**src/rtl/ias_pkg.sv**
```systemverilog
package ias_pkg;

  // Sequencer modes, also the code on the result's mode field
  localparam int MODE_W = 3;
  localparam logic [MODE_W-1:0] MODE_IDLE       = 3'd0;
  localparam logic [MODE_W-1:0] MODE_ARM_WAIT   = 3'd1;
  localparam logic [MODE_W-1:0] MODE_ARMING     = 3'd2;
  localparam logic [MODE_W-1:0] MODE_ARMED      = 3'd3;
  localparam logic [MODE_W-1:0] MODE_TRIP_DELAY = 3'd4;
  localparam logic [MODE_W-1:0] MODE_ALARM      = 3'd5;

  // Configuration port
  localparam int CFG_IDX_W  = 8;
  localparam int CFG_DATA_W = 8;
  localparam logic [CFG_IDX_W-1:0] CFG_ARMING_SECONDS     = 8'd0;
  localparam logic [CFG_IDX_W-1:0] CFG_TRIP_DELAY_SECONDS = 8'd1;
  localparam logic [CFG_IDX_W-1:0] CFG_ALARM_SECONDS      = 8'd2;
  localparam logic [CFG_IDX_W-1:0] CFG_LINK_AVAILABLE     = 8'd3;

  localparam int SEC_W   = 8;
  localparam int SEC_MAX = (1 << SEC_W) - 1;
  localparam logic [SEC_W-1:0] ARMING_SECONDS_RST     = 8'd20;
  localparam logic [SEC_W-1:0] TRIP_DELAY_SECONDS_RST = 8'd10;
  localparam logic [SEC_W-1:0] ALARM_SECONDS_RST      = 8'd60;
  localparam logic             LINK_AVAILABLE_RST     = 1'b1;

  localparam int TICKS_PER_SECOND_DEF   = 10;
  localparam int POLL_HOLD_SECONDS      = 5;
  localparam int ALARM_SLOTS_PER_SECOND = 5;
  localparam int MS_PER_SECOND          = 1000;
  localparam int BLINK_SLOT_MS          = 100;
  localparam int BLINK_SLOTS_PER_SECOND = MS_PER_SECOND / BLINK_SLOT_MS;

  typedef struct packed {
    logic [MODE_W-1:0] mode;
    logic              status_led;
    logic              armed_led;
    logic              relay_on;
    logic              send_alert;
    logic              config_poll;
    logic [1:0]        trip_flags;
  } result_t;

endpackage

```
**src/rtl/ias_if.sv**
```systemverilog
interface ias_in_if;
  logic valid;
  logic ready;
  logic key_closed;
  logic config_button;
  logic trip_one_active;
  logic trip_two_active;

  modport source (output valid, key_closed, config_button, trip_one_active,
                  trip_two_active, input ready);
  modport sink (input valid, key_closed, config_button, trip_one_active,
                trip_two_active, output ready);
endinterface

interface ias_out_if;
  logic       valid;
  logic       ready;
  logic [2:0] mode;
  logic       status_led;
  logic       armed_led;
  logic       relay_on;
  logic       send_alert;
  logic       config_poll;
  logic [1:0] trip_flags;

  modport source (output valid, mode, status_led, armed_led, relay_on, send_alert,
                  config_poll, trip_flags, input ready);
  modport sink (input valid, mode, status_led, armed_led, relay_on, send_alert,
                config_poll, trip_flags, output ready);
endinterface

interface ias_cfg_if;
  logic       valid;
  logic       ready;
  logic [7:0] index;
  logic [7:0] data;

  modport source (output valid, index, data, input ready);
  modport sink (input valid, index, data, output ready);
endinterface

```
**src/rtl/intrusion_alarm_sequencer_top.sv**
```systemverilog
// Intrusion alarm sequencer. Each input word is one tick of 1/TICKS_PER_SECOND s
// carrying the key switch, the config button and the two trip channel levels, and
// yields exactly one result word (mode, LEDs, relay, alert and poll pulses, trip
// flags) describing the state after that tick. One tick is taken per clock cycle
// while the output buffer has room; the result is registered there, and the
// two-word buffer accepts one more tick while the sink stalls. Blink phases are
// tracked by small counters beside the tick counter, so no divider is needed.
// Configuration writes (arming, trip delay and alarm seconds, link available)
// are always accepted and must only be issued while the block is idle.
module intrusion_alarm_sequencer_top #(
  parameter int TICKS_PER_SECOND = ias_pkg::TICKS_PER_SECOND_DEF
) (
  input  logic     clk,
  input  logic     rst_n,
  ias_in_if.sink   in_ch,
  ias_out_if.source out_ch,
  ias_cfg_if.sink  cfg_ch
);
  import ias_pkg::*;

  localparam int TPS        = TICKS_PER_SECOND;
  localparam int CNT_W      = $clog2(SEC_MAX * TPS + 1);
  localparam int PH_W       = $clog2(TPS);
  localparam int RM_W       = $clog2(TPS + BLINK_SLOTS_PER_SECOND);
  localparam int ALARM_TRIM = (TPS + ALARM_SLOTS_PER_SECOND - 1) / ALARM_SLOTS_PER_SECOND;

  localparam logic [CNT_W:0]  TPS_CNT  = (CNT_W+1)'(TPS);
  localparam logic [CNT_W:0]  POLL_LIM = (CNT_W+1)'(POLL_HOLD_SECONDS * TPS);
  localparam logic [PH_W:0]   TPS_PH   = (PH_W+1)'(TPS);
  localparam logic [PH_W-1:0] HALF_PH  = PH_W'(TPS / 2);
  localparam logic [RM_W:0]   TPS_RM   = (RM_W+1)'(TPS);
  localparam logic [RM_W:0]   TPS2_RM  = (RM_W+1)'(2 * TPS);
  localparam logic [RM_W:0]   STEP_RM  = (RM_W+1)'(BLINK_SLOTS_PER_SECOND);

  // configuration registers
  logic [SEC_W-1:0] arming_r, trip_delay_r, alarm_r;
  logic             link_r;

  // sequencer state
  logic [MODE_W-1:0] mode_r, mode_nxt;
  logic [CNT_W-1:0]  tick_r, tick_nxt;
  logic [PH_W-1:0]   phase_r, phase_nxt;   // tick_r mod TPS
  logic [RM_W-1:0]   brem_r, brem_nxt;     // (tick_r*10) mod TPS, alarm blink
  logic              bodd_r, bodd_nxt;     // parity of tick_r*10/TPS
  logic [1:0]        trips_r, trips_nxt;
  logic [1:0]        prev_r;
  logic              relay_r, relay_nxt;
  logic              poll_busy_r, poll_busy_nxt;

  logic [1:0]       levels, changed, trips_upd;
  logic [CNT_W:0]   tick_inc_v;
  logic             tick_inc;
  logic [CNT_W:0]   arm_lim, trip_lim;
  logic [CNT_W-1:0] alarm_lim;
  logic [PH_W:0]    phase_inc;
  logic [RM_W:0]    brem_sum;
  logic             alert, poll, status, armed;
  logic             accept;
  result_t          res;

  assign cfg_ch.ready = 1'b1;
  assign accept       = in_ch.valid & in_ch.ready;

  always_ff @(posedge clk) begin
    if (!rst_n) begin
      arming_r     <= ARMING_SECONDS_RST;
      trip_delay_r <= TRIP_DELAY_SECONDS_RST;
      alarm_r      <= ALARM_SECONDS_RST;
      link_r       <= LINK_AVAILABLE_RST;
    end else if (cfg_ch.valid) begin
      case (cfg_ch.index)
        CFG_ARMING_SECONDS:     arming_r     <= cfg_ch.data;
        CFG_TRIP_DELAY_SECONDS: trip_delay_r <= cfg_ch.data;
        CFG_ALARM_SECONDS:      alarm_r      <= cfg_ch.data;
        CFG_LINK_AVAILABLE:     link_r       <= cfg_ch.data[0];
        default: ;
      endcase
    end
  end

  assign levels     = {in_ch.trip_two_active, in_ch.trip_one_active};
  assign changed    = levels ^ prev_r;
  assign trips_upd  = (trips_r & ~changed) | (levels & changed);
  assign tick_inc_v = {1'b0, tick_r} + (CNT_W+1)'(1);
  assign arm_lim    = (CNT_W+1)'(arming_r * TPS);
  assign trip_lim   = (CNT_W+1)'(trip_delay_r * TPS);
  // (5s-1)*TPS/5 rewritten as s*TPS - ceil(TPS/5)
  assign alarm_lim  = (alarm_r == '0) ? '0 : CNT_W'(alarm_r * TPS - ALARM_TRIM);

  always_comb begin
    mode_nxt      = mode_r;
    tick_nxt      = tick_r;
    tick_inc      = 1'b0;
    relay_nxt     = relay_r;
    poll_busy_nxt = poll_busy_r;
    trips_nxt     = trips_upd;
    alert         = 1'b0;
    poll          = 1'b0;
    case (mode_r)
      MODE_IDLE: begin
        relay_nxt = 1'b0;
        if (poll_busy_r) begin
          if (tick_inc_v >= POLL_LIM) begin
            poll_busy_nxt = 1'b0;
            tick_nxt      = '0;
          end else begin
            tick_inc = 1'b1;
          end
        end else if (in_ch.config_button) begin
          poll_busy_nxt = 1'b1;
          tick_nxt      = '0;
          poll          = 1'b1;
        end else if (in_ch.key_closed) begin
          mode_nxt = MODE_ARM_WAIT;
          tick_nxt = '0;
        end else if (tick_inc_v >= TPS_CNT) begin
          tick_nxt = '0;
        end else begin
          tick_inc = 1'b1;
        end
      end
      MODE_ARM_WAIT: begin
        if (tick_inc_v >= TPS_CNT) begin
          mode_nxt = MODE_ARMING;
          tick_nxt = '0;
        end else begin
          tick_inc = 1'b1;
        end
      end
      MODE_ARMING: begin
        if (!in_ch.key_closed) begin
          mode_nxt      = MODE_IDLE;
          tick_nxt      = '0;
          poll_busy_nxt = 1'b0;
          relay_nxt     = 1'b0;
        end else if (tick_inc_v >= arm_lim) begin
          mode_nxt  = MODE_ARMED;
          tick_nxt  = '0;
          trips_nxt = '0;
          relay_nxt = 1'b0;
        end else begin
          tick_inc = 1'b1;
        end
      end
      MODE_ARMED: begin
        relay_nxt = 1'b0;
        if (!in_ch.key_closed) begin
          mode_nxt      = MODE_IDLE;
          tick_nxt      = '0;
          poll_busy_nxt = 1'b0;
        end else if (trips_upd != 2'b00) begin
          mode_nxt = MODE_TRIP_DELAY;
          tick_nxt = '0;
        end
      end
      MODE_TRIP_DELAY: begin
        if (!in_ch.key_closed) begin
          mode_nxt      = MODE_IDLE;
          tick_nxt      = '0;
          poll_busy_nxt = 1'b0;
          relay_nxt     = 1'b0;
        end else if (tick_inc_v >= trip_lim) begin
          mode_nxt  = MODE_ALARM;
          tick_nxt  = '0;
          relay_nxt = 1'b1;
          alert     = link_r;
        end else begin
          tick_inc = 1'b1;
        end
      end
      MODE_ALARM: begin
        // time-up check wins over the key
        if (tick_r >= alarm_lim) begin
          mode_nxt = MODE_ARMING;
          tick_nxt = '0;
        end else if (!in_ch.key_closed) begin
          mode_nxt      = MODE_IDLE;
          tick_nxt      = '0;
          poll_busy_nxt = 1'b0;
          relay_nxt     = 1'b0;
        end else begin
          tick_inc = 1'b1;
        end
      end
      default: begin
        mode_nxt      = MODE_IDLE;
        tick_nxt      = '0;
        poll_busy_nxt = 1'b0;
        relay_nxt     = 1'b0;
      end
    endcase
    if (tick_inc) begin
      tick_nxt = tick_inc_v[CNT_W-1:0];
    end
  end

  // phase counters follow the tick counter: advance with it, clear with it
  assign phase_inc = {1'b0, phase_r} + (PH_W+1)'(1);
  assign brem_sum  = {1'b0, brem_r} + STEP_RM;

  always_comb begin
    phase_nxt = '0;
    brem_nxt  = '0;
    bodd_nxt  = 1'b0;
    if (tick_inc) begin
      phase_nxt = (phase_inc >= TPS_PH) ? '0 : phase_inc[PH_W-1:0];
      if (brem_sum >= TPS2_RM) begin
        brem_nxt = RM_W'(brem_sum - TPS2_RM);
        bodd_nxt = bodd_r;
      end else if (brem_sum >= TPS_RM) begin
        brem_nxt = RM_W'(brem_sum - TPS_RM);
        bodd_nxt = ~bodd_r;
      end else begin
        brem_nxt = brem_sum[RM_W-1:0];
        bodd_nxt = bodd_r;
      end
    end
  end

  always_comb begin
    status = 1'b0;
    armed  = 1'b0;
    case (mode_nxt)
      MODE_IDLE: begin
        if (poll_busy_nxt) begin
          status = 1'b0;
        end else if (trips_nxt != 2'b00) begin
          status = (phase_nxt >= HALF_PH);
        end else begin
          status = 1'b1;
        end
      end
      MODE_ARM_WAIT: begin
        status = 1'b1;
      end
      MODE_ARMING: begin
        status = 1'b1;
        armed  = (phase_nxt >= HALF_PH);
      end
      MODE_ARMED: begin
        armed = 1'b1;
      end
      MODE_TRIP_DELAY: begin
        status = 1'b1;
        armed  = 1'b1;
      end
      default: begin
        status = ~bodd_nxt;
        armed  = bodd_nxt;
      end
    endcase
  end

  always_ff @(posedge clk) begin
    if (!rst_n) begin
      mode_r      <= MODE_IDLE;
      tick_r      <= '0;
      phase_r     <= '0;
      brem_r      <= '0;
      bodd_r      <= 1'b0;
      trips_r     <= 2'b00;
      prev_r      <= 2'b00;
      relay_r     <= 1'b0;
      poll_busy_r <= 1'b0;
    end else if (accept) begin
      mode_r      <= mode_nxt;
      tick_r      <= tick_nxt;
      phase_r     <= phase_nxt;
      brem_r      <= brem_nxt;
      bodd_r      <= bodd_nxt;
      trips_r     <= trips_nxt;
      prev_r      <= levels;
      relay_r     <= relay_nxt;
      poll_busy_r <= poll_busy_nxt;
    end
  end

  always_comb begin
    res.mode        = mode_nxt;
    res.status_led  = status;
    res.armed_led   = armed;
    res.relay_on    = relay_nxt;
    res.send_alert  = alert;
    res.config_poll = poll;
    res.trip_flags  = trips_nxt;
  end

  result_t out_word;

  ias_out_skid u_out_skid (
    .clk        (clk),
    .rst_n      (rst_n),
    .push       (accept),
    .push_data  (res),
    .push_ready (in_ch.ready),
    .out_valid  (out_ch.valid),
    .out_ready  (out_ch.ready),
    .out_data   (out_word)
  );

  assign out_ch.mode        = out_word.mode;
  assign out_ch.status_led  = out_word.status_led;
  assign out_ch.armed_led   = out_word.armed_led;
  assign out_ch.relay_on    = out_word.relay_on;
  assign out_ch.send_alert  = out_word.send_alert;
  assign out_ch.config_poll = out_word.config_poll;
  assign out_ch.trip_flags  = out_word.trip_flags;

  a_poll_only_idle: assert property (@(posedge clk) disable iff (!rst_n)
    poll_busy_r |-> mode_r == MODE_IDLE)
    else $error("config poll hold outside idle");

  a_armed_relay_off: assert property (@(posedge clk) disable iff (!rst_n)
    mode_r == MODE_ARMED |-> !relay_r)
    else $error("relay on while armed");

  a_phase_range: assert property (@(posedge clk) disable iff (!rst_n)
    ({1'b0, phase_r} < TPS_PH) && ({1'b0, brem_r} < TPS_RM))
    else $error("phase counter out of range");

  a_armed_exits: assert property (@(posedge clk) disable iff (!rst_n)
    accept && mode_r == MODE_ARMED |=>
      mode_r == MODE_IDLE || mode_r == MODE_ARMED || mode_r == MODE_TRIP_DELAY)
    else $error("illegal exit from armed");

  a_alarm_entry: assert property (@(posedge clk) disable iff (!rst_n)
    accept && mode_r == MODE_TRIP_DELAY && mode_nxt == MODE_ALARM |=>
      relay_r && tick_r == '0)
    else $error("alarm entry without relay or counter clear");

endmodule

```
**src/rtl/ias_out_skid.sv**
```systemverilog
module ias_out_skid (
  input  logic             clk,
  input  logic             rst_n,
  input  logic             push,
  input  ias_pkg::result_t push_data,
  output logic             push_ready,
  output logic             out_valid,
  input  logic             out_ready,
  output ias_pkg::result_t out_data
);
  import ias_pkg::*;

  logic    main_valid_r, main_valid_nxt;
  logic    skid_valid_r, skid_valid_nxt;
  result_t main_r, main_nxt;
  result_t skid_r, skid_nxt;
  logic    pop;

  assign pop        = main_valid_r & out_ready;
  assign push_ready = ~skid_valid_r;
  assign out_valid  = main_valid_r;
  assign out_data   = main_r;

  always_comb begin
    main_valid_nxt = main_valid_r;
    skid_valid_nxt = skid_valid_r;
    main_nxt       = main_r;
    skid_nxt       = skid_r;
    if (skid_valid_r) begin
      if (pop) begin
        main_nxt       = skid_r;
        skid_valid_nxt = 1'b0;
      end
    end else if (push) begin
      if (!main_valid_r || pop) begin
        main_nxt       = push_data;
        main_valid_nxt = 1'b1;
      end else begin
        skid_nxt       = push_data;
        skid_valid_nxt = 1'b1;
      end
    end else if (pop) begin
      main_valid_nxt = 1'b0;
    end
  end

  always_ff @(posedge clk) begin
    if (!rst_n) begin
      main_valid_r <= 1'b0;
      skid_valid_r <= 1'b0;
    end else begin
      main_valid_r <= main_valid_nxt;
      skid_valid_r <= skid_valid_nxt;
    end
    main_r <= main_nxt;
    skid_r <= skid_nxt;
  end

  a_skid_implies_main: assert property (@(posedge clk) disable iff (!rst_n)
    skid_valid_r |-> main_valid_r)
    else $error("skid word held with empty output register");

  a_stall_holds: assert property (@(posedge clk) disable iff (!rst_n)
    main_valid_r && !out_ready |=> main_valid_r && $stable(main_r))
    else $error("stalled result word changed");

  a_no_push_when_full: assert property (@(posedge clk) disable iff (!rst_n)
    skid_valid_r && !pop |=> skid_valid_r && $stable(skid_r))
    else $error("skid word lost");

endmodule
```
**src/flat_wrapper.sv**
```systemverilog
// flat-port wrapper written by rule: the top's interface ports become plain ports
module intrusion_alarm_sequencer_top_flat import ias_pkg::*;
#(
  parameter int TICKS_PER_SECOND = ias_pkg::TICKS_PER_SECOND_DEF
)
  (clk, rst_n, in_ch_valid, in_ch_key_closed, in_ch_config_button, in_ch_trip_one_active, in_ch_trip_two_active, in_ch_ready, out_ch_valid, out_ch_mode, out_ch_status_led, out_ch_armed_led, out_ch_relay_on, out_ch_send_alert, out_ch_config_poll, out_ch_trip_flags, out_ch_ready, cfg_ch_valid, cfg_ch_index, cfg_ch_data, cfg_ch_ready);
  ias_in_if in_ch_i ();
  ias_out_if out_ch_i ();
  ias_cfg_if cfg_ch_i ();
  input  logic clk;
  input  logic rst_n;
  input wire logic [$bits(in_ch_i.valid)-1:0] in_ch_valid;
  input wire logic [$bits(in_ch_i.key_closed)-1:0] in_ch_key_closed;
  input wire logic [$bits(in_ch_i.config_button)-1:0] in_ch_config_button;
  input wire logic [$bits(in_ch_i.trip_one_active)-1:0] in_ch_trip_one_active;
  input wire logic [$bits(in_ch_i.trip_two_active)-1:0] in_ch_trip_two_active;
  output wire logic [$bits(in_ch_i.ready)-1:0] in_ch_ready;
  output wire logic [$bits(out_ch_i.valid)-1:0] out_ch_valid;
  output wire logic [$bits(out_ch_i.mode)-1:0] out_ch_mode;
  output wire logic [$bits(out_ch_i.status_led)-1:0] out_ch_status_led;
  output wire logic [$bits(out_ch_i.armed_led)-1:0] out_ch_armed_led;
  output wire logic [$bits(out_ch_i.relay_on)-1:0] out_ch_relay_on;
  output wire logic [$bits(out_ch_i.send_alert)-1:0] out_ch_send_alert;
  output wire logic [$bits(out_ch_i.config_poll)-1:0] out_ch_config_poll;
  output wire logic [$bits(out_ch_i.trip_flags)-1:0] out_ch_trip_flags;
  input wire logic [$bits(out_ch_i.ready)-1:0] out_ch_ready;
  input wire logic [$bits(cfg_ch_i.valid)-1:0] cfg_ch_valid;
  input wire logic [$bits(cfg_ch_i.index)-1:0] cfg_ch_index;
  input wire logic [$bits(cfg_ch_i.data)-1:0] cfg_ch_data;
  output wire logic [$bits(cfg_ch_i.ready)-1:0] cfg_ch_ready;
  assign in_ch_i.valid = in_ch_valid;
  assign in_ch_i.key_closed = in_ch_key_closed;
  assign in_ch_i.config_button = in_ch_config_button;
  assign in_ch_i.trip_one_active = in_ch_trip_one_active;
  assign in_ch_i.trip_two_active = in_ch_trip_two_active;
  assign in_ch_ready = in_ch_i.ready;
  assign out_ch_valid = out_ch_i.valid;
  assign out_ch_mode = out_ch_i.mode;
  assign out_ch_status_led = out_ch_i.status_led;
  assign out_ch_armed_led = out_ch_i.armed_led;
  assign out_ch_relay_on = out_ch_i.relay_on;
  assign out_ch_send_alert = out_ch_i.send_alert;
  assign out_ch_config_poll = out_ch_i.config_poll;
  assign out_ch_trip_flags = out_ch_i.trip_flags;
  assign out_ch_i.ready = out_ch_ready;
  assign cfg_ch_i.valid = cfg_ch_valid;
  assign cfg_ch_i.index = cfg_ch_index;
  assign cfg_ch_i.data = cfg_ch_data;
  assign cfg_ch_ready = cfg_ch_i.ready;
  intrusion_alarm_sequencer_top #(.TICKS_PER_SECOND(TICKS_PER_SECOND)) u_core (.clk(clk), .rst_n(rst_n), .in_ch(in_ch_i), .out_ch(out_ch_i), .cfg_ch(cfg_ch_i));
endmodule
```
**config.mk**
```make
export PLATFORM = sky130hd
export DESIGN_NAME = intrusion_alarm_sequencer_top_flat
export DESIGN_NICKNAME = d
export VERILOG_FILES = /design/src/rtl/ias_pkg.sv /design/src/rtl/ias_if.sv /design/src/rtl/intrusion_alarm_sequencer_top.sv /design/src/rtl/ias_out_skid.sv /design/src/flat_wrapper.sv
export SDC_FILE = /design/constraint.sdc
export NUM_CORES = 1
export LEC_CHECK = 0
export BUFFER_PORTS_ARGS = -buffer_cell sky130_fd_sc_hd__buf_2
export CAP_MARGIN = 20
export CORE_UTILIZATION = 67
export CTS_CLUSTER_SIZE = 10
export DETAILED_ROUTE_END_ITERATION = 6
export PLACE_DENSITY = 0.84
export SYNTH_ARGS = -nofsm -noshare
export SYNTH_HDL_FRONTEND = slang
export SYNTH_HIERARCHICAL = 1
export SYNTH_SLANG_ARGS = --single-unit
export TNS_END_PERCENT = 100
```
**constraint.sdc**
```tcl
create_clock -name clk -period 8.15 [get_ports clk]
set_input_delay 0 -clock clk [delete_from_list [all_inputs] [get_ports clk]]
set_output_delay 0 -clock clk [all_outputs]
set_load 0.02 [all_outputs]
```
Yosys cells after proc, flatten, opt, wreduce, memory -nomap -nowiden
Index checks and enable logic that the tools add are counted.
Widths: inputs -> output; s select.

word-level totals
  register bits = 78
  bits of input ports = 25
  logic and storage cells = 184

cells by class
  add/sub/neg operators = 6
  multipliers = 3
  order comparisons = 9
  eq/ne operators = 19
  muxes and demuxes = 84
  bitwise operators = 11
  reduce and logical (&&, ||, !) cells = 23

operators with widths
  operator               number
  $mux 12                15
  $pmux 12 s6            1
  $mux 10                4
  $mux 1                 38
  $mux 3                 12
  $mul 8x3->11 const B   3
  $ge 13x12->1           2
  $pmux 3 s6             1
  $eq 8x2->1 const B     2
  $logic_not 8->1        2
  $ne 4x2->1 const B     4
  $mux 5                 3
  $add 12x1->13 const B  1
  $ge 13x4->1 const B    1
  $ge 13x6->1 const B    1
  $eq 3x2->1 const B     4
  $ge 12x12->1           1
  $sub 12x2->12 const B  1
  $reduce_bool 2->1      5
  $eq 3x3->1 const B     3
  $reduce_and 3->1       3
  $eq 8x1->1 const B     1
  $mux 4                 2
  $pmux 1 s4             2
  28 further kinds       43

Logic depth before layout (Yosys ltp)
  depth in word-level cells = 15
  gate-level depth with buffers = 21
  gate-level depth less buffers = 21

Hierarchy
The synthesis kept the hierarchy.

modules (own cells, without submodules)
  module                         times used  cells each  area an instance (µm²)  sequential area each (µm²)
  intrusion_alarm_sequencer_top  1           659         5,191.2                 1,101.1
  ias_out_skid                   1           45          837.1                   640.6

Worst setup path after synthesis
Ideal clock, no wire load.

  path type = register -> register
  start = register u_core.alarm_r[1]
  end = register u_core.u_out_skid.main_r, in the netlist u_core/u_out_skid/out_data[6], data pin
  library setup time = 260 ps
  arrival = 4,366 ps
  slack = 3,524 ps
  cell stages (with the launch flop) = 22
  path buffers = 0
  period minus slack after synthesis = 4,626 ps
  cell sequence = dfxtp_1 > ha_1 > ha_1 > fa_1 > a21o_1 > a21oi_1 > nor2_1 > a311oi_1 > o211ai_1 > a32oi_1 > o22ai_1 > nand2_1 > ha_1 > nand4_1 > o22ai_1 > a31oi_1 > o21ai_1 > nor2_1 > nor3_4 > or2_1 > o221a_1 > mux2_2

RTL lines
  item                      RTL line                             RTL
  start: declaration        intrusion_alarm_sequencer_top.sv:36  logic [SEC_W-1:0] arming_r, trip_delay_r, alarm_r;
  start signal: assignment  intrusion_alarm_sequencer_top.sv:74  CFG_ALARM_SECONDS: alarm_r <= cfg_ch.data;
  end signal: assignment    ias_out_skid.sv:55                   main_r <= main_nxt;
  end: declaration          ias_out_skid.sv:15                   result_t main_r, main_nxt;

==> impl_metrics.ini <==
[final_layout]
area_growth_pct = 8.12
regArea_mm2 = 0.00174
layout-drive-gt1-share_pct = 9.86
nNetsFinal = 845
mostFrequentLayoutCell = nand2_1
fillers = 652
final_cell_mix = nand2_1 (88), ha_1 (82), dfxtp_1 (57)
diodes = 0
multiInputGateArea_mm2 = 0.00398
stdcell_area_mm2 = 0.00652

[routing]
first_pass_iters = 5
drt_iter0_markers = 296
routedWlPerCell_um = 17.3
vias_per_cell = 6.35
antenna_left = 0
drc = 0
routed_wl_mm = 14.6
num_vias = 5385

[grt]
antenna_found_initial = 0
grt_util_met1_pct = 36.0
grt_pass1_vias = 5270
grt_max_degree = 32
grt_pass1_wl_mm = 24.3
grt_overflow = 0
busiest_layer = met2
use_met2_pct = 58.6
grt_usage_pct = 31.9
met3_usage_pct = 4.19

[clock_tree]
ctsResizeCount = 0
cts_num_sinks = 77
cts_tree = yes
clkLatencyLatePin_ns = 0.37
cts_buffer_depth = 2
path_clk_slew_ns = 0.08
clockRootBuffer = clkbuf_8
holdBufCountCts = 11
cts_made_buffers = 9
htree_levels = 3
post_cts_buffers = 0

[synthesis]
yosysWarningCount = 6
syn_nets = 814
synth_seq_cells = 77
syn-cell-area_mm2 = 0.00603
ys_async_sr_fraction_pct = 0
synth.distinct_cells = 72
synth-edff-count = 20
yosysSeqAreaShare_pct = 28.9
ys.flop_type = dfxtp_1
netlist_instances = 704
avgSynthCellArea_um2 = 8.56

[timing]
worst_slack_ns = 2.84
fin_tns_setup_ns = 0
rsz0062_at_grt = false
hold_viol_final = 0
setup_viol = 0
slew_headroom_pct = 31.6
max_clock_freq_mhz = 188
finalCriticalPeriod_ns = 5.31
tightest_slew_ns = 1.03
drv_slew = 0
whs_ns = 0.0159
fin_worst_skew_ns = 0.0201
fin_crit_sh_pct = 65.2

[critical_path]
reg2reg_depth = 21
crit_start = u_core/alarm_r[3]
critPathLaunchType = flop
cp-end-kind = flop
path_class = reg -> reg
critPathMaxFanout = 6
arrival_ns = 5.43
r2r-start = u_core/alarm_r[3]
cp.required_ns = 8.26

[floorplanning]
pin_count = 38
die_w_um = 96.9
die_area_mm2 = 0.00938
core_mm2 = 0.00872
rows = 34
die_h_um = 96.9
start_util_pct = 69.1

[hold_path]
min_path_type = in -> reg
whs_path_depth = 2
holdCritStartpoint = rst_n

[power_and_ir_drop]
p_leak_nw = 2.94
peakVddDrop_mv = 0.103
total_power_mw = 0.852
power_density_mw_per_mm2 = 131

[run_status]
outcome = completed

[placed_design]
gp_congestion = 0.943
place_ws_ns = 2.91
place_area_mm2 = 0.00620
dp_hpwl_mm = 10.8
io_buffers = 36

[flow_run]
maxCapViolCount = 0
[cells by family (layout without fill, tap and decap cells)]
family,after synthesis,count (layout),share of synthesized area [%]
compound gates,160,160,17.7
xor+xnor,39,39,5.67
fa+ha+maj,85,85,18.0
buf+inv,71,107,5.13
flops,77,77,28.9
mux,30,30,5.19
other cells,1,1,0.0622
simple gates,241,241,19.3
[cells in the mapped netlist, types with 9 or more instances]
cell type   n  area share [%]
nand2_1    88             5.5
ha_1       82              17
dfxtp_1    57              19
a21oi_1    54             4.5
nor2_1     50             3.1
inv_1      41             2.6
xnor2_1    23             3.3
nor3_1     21             1.7
edfxtp_1   20              10
mux2i_1    20             3.3
nand3_1    20             1.7
xor2_1     16             2.3
o21ai_0    15             1.2
clkbuf_1   14            0.87
and3_1     12             1.2
a32oi_1    11             1.6
a21o_1     10             1.2
mux2_2     10             1.9
nand4_1    10             1.0
a31oi_1     9            0.93
[final cells by class]
cell class,instances,area share (%)
multi-input combinational,556,61.0
inverter,43,2.48
clock buffer,9,1.90
timing repair buffer,48,4.57
tap,108,2.07
sequential,77,26.7
clock inverter,7,1.23
[final timing paths]
check / end / slack (ns)
setup / recovery: u_core/u_out_skid/out_data[5] / 2.84
hold / removal: u_core/alarm_r[4] / 0.02
setup reg to reg: u_core/u_out_skid/out_data[5] / 2.84
hold reg to reg: u_core/prev_r[1] / 0.45
[critical path: stages, from the launching register on]
cell and delay (ns):
dfxtp_1 0.39, ha_1 0.26, ha_1 0.23, fa_1 0.40
a21o_1 0.20, a21oi_1 0.28, nor2_1 0.08, a311oi_1 0.58
o211ai_1 0.17, a32oi_1 0.20, o22ai_1 0.10, nand2_1 0.08
ha_1 0.15, nand4_1 0.13, nor2_1 0.13, nor2_1 0.05
o21ai_1 0.40, nor2_1 0.21, o31ai_2 0.39, nor3_1 0.09
o32a_1 0.31, mux2_2 0.27
[sequential cells by signal (all words and copies together), names as in the netlist, 3 cells and up]
| signal | cells |
|---|---|
| u_core/trip_delay_r | 8 |
| u_core/u_out_skid/out_data | 10 |
| u_core/phase_r | 4 |
| u_core/brem_r | 4 |
| u_core/mode_r | 3 |
| u_core/arming_r | 8 |
| u_core/tick_r | 12 |
| u_core/u_out_skid/skid_r | 10 |
| u_core/alarm_r | 8 |
[stage by stage]
step	utilization (%)	std cells
after floorplan	-	704
after global placement	71.1	821
after detailed placement	71.1	821
after CTS	74.7	848
after global routing	74.7	848
final	74.7	848
[report_power, final]
part           leakage [nW]  internal (mW)  switching (mW)
sequential            0.651          0.409          0.0146
combinational          2.19         0.0481          0.0760
clock                 0.103          0.146           0.159
[metal layers]
layer	share of wire [%]	up-vias	wire length [um]
met1	41	2541	6010
met4	3.1	0	454
li1	-	2629	-
met3	4.6	38	679
met5	0	-	0
met2	51	177	7500
No activity file was read; power rests on OpenSTA's default activity.
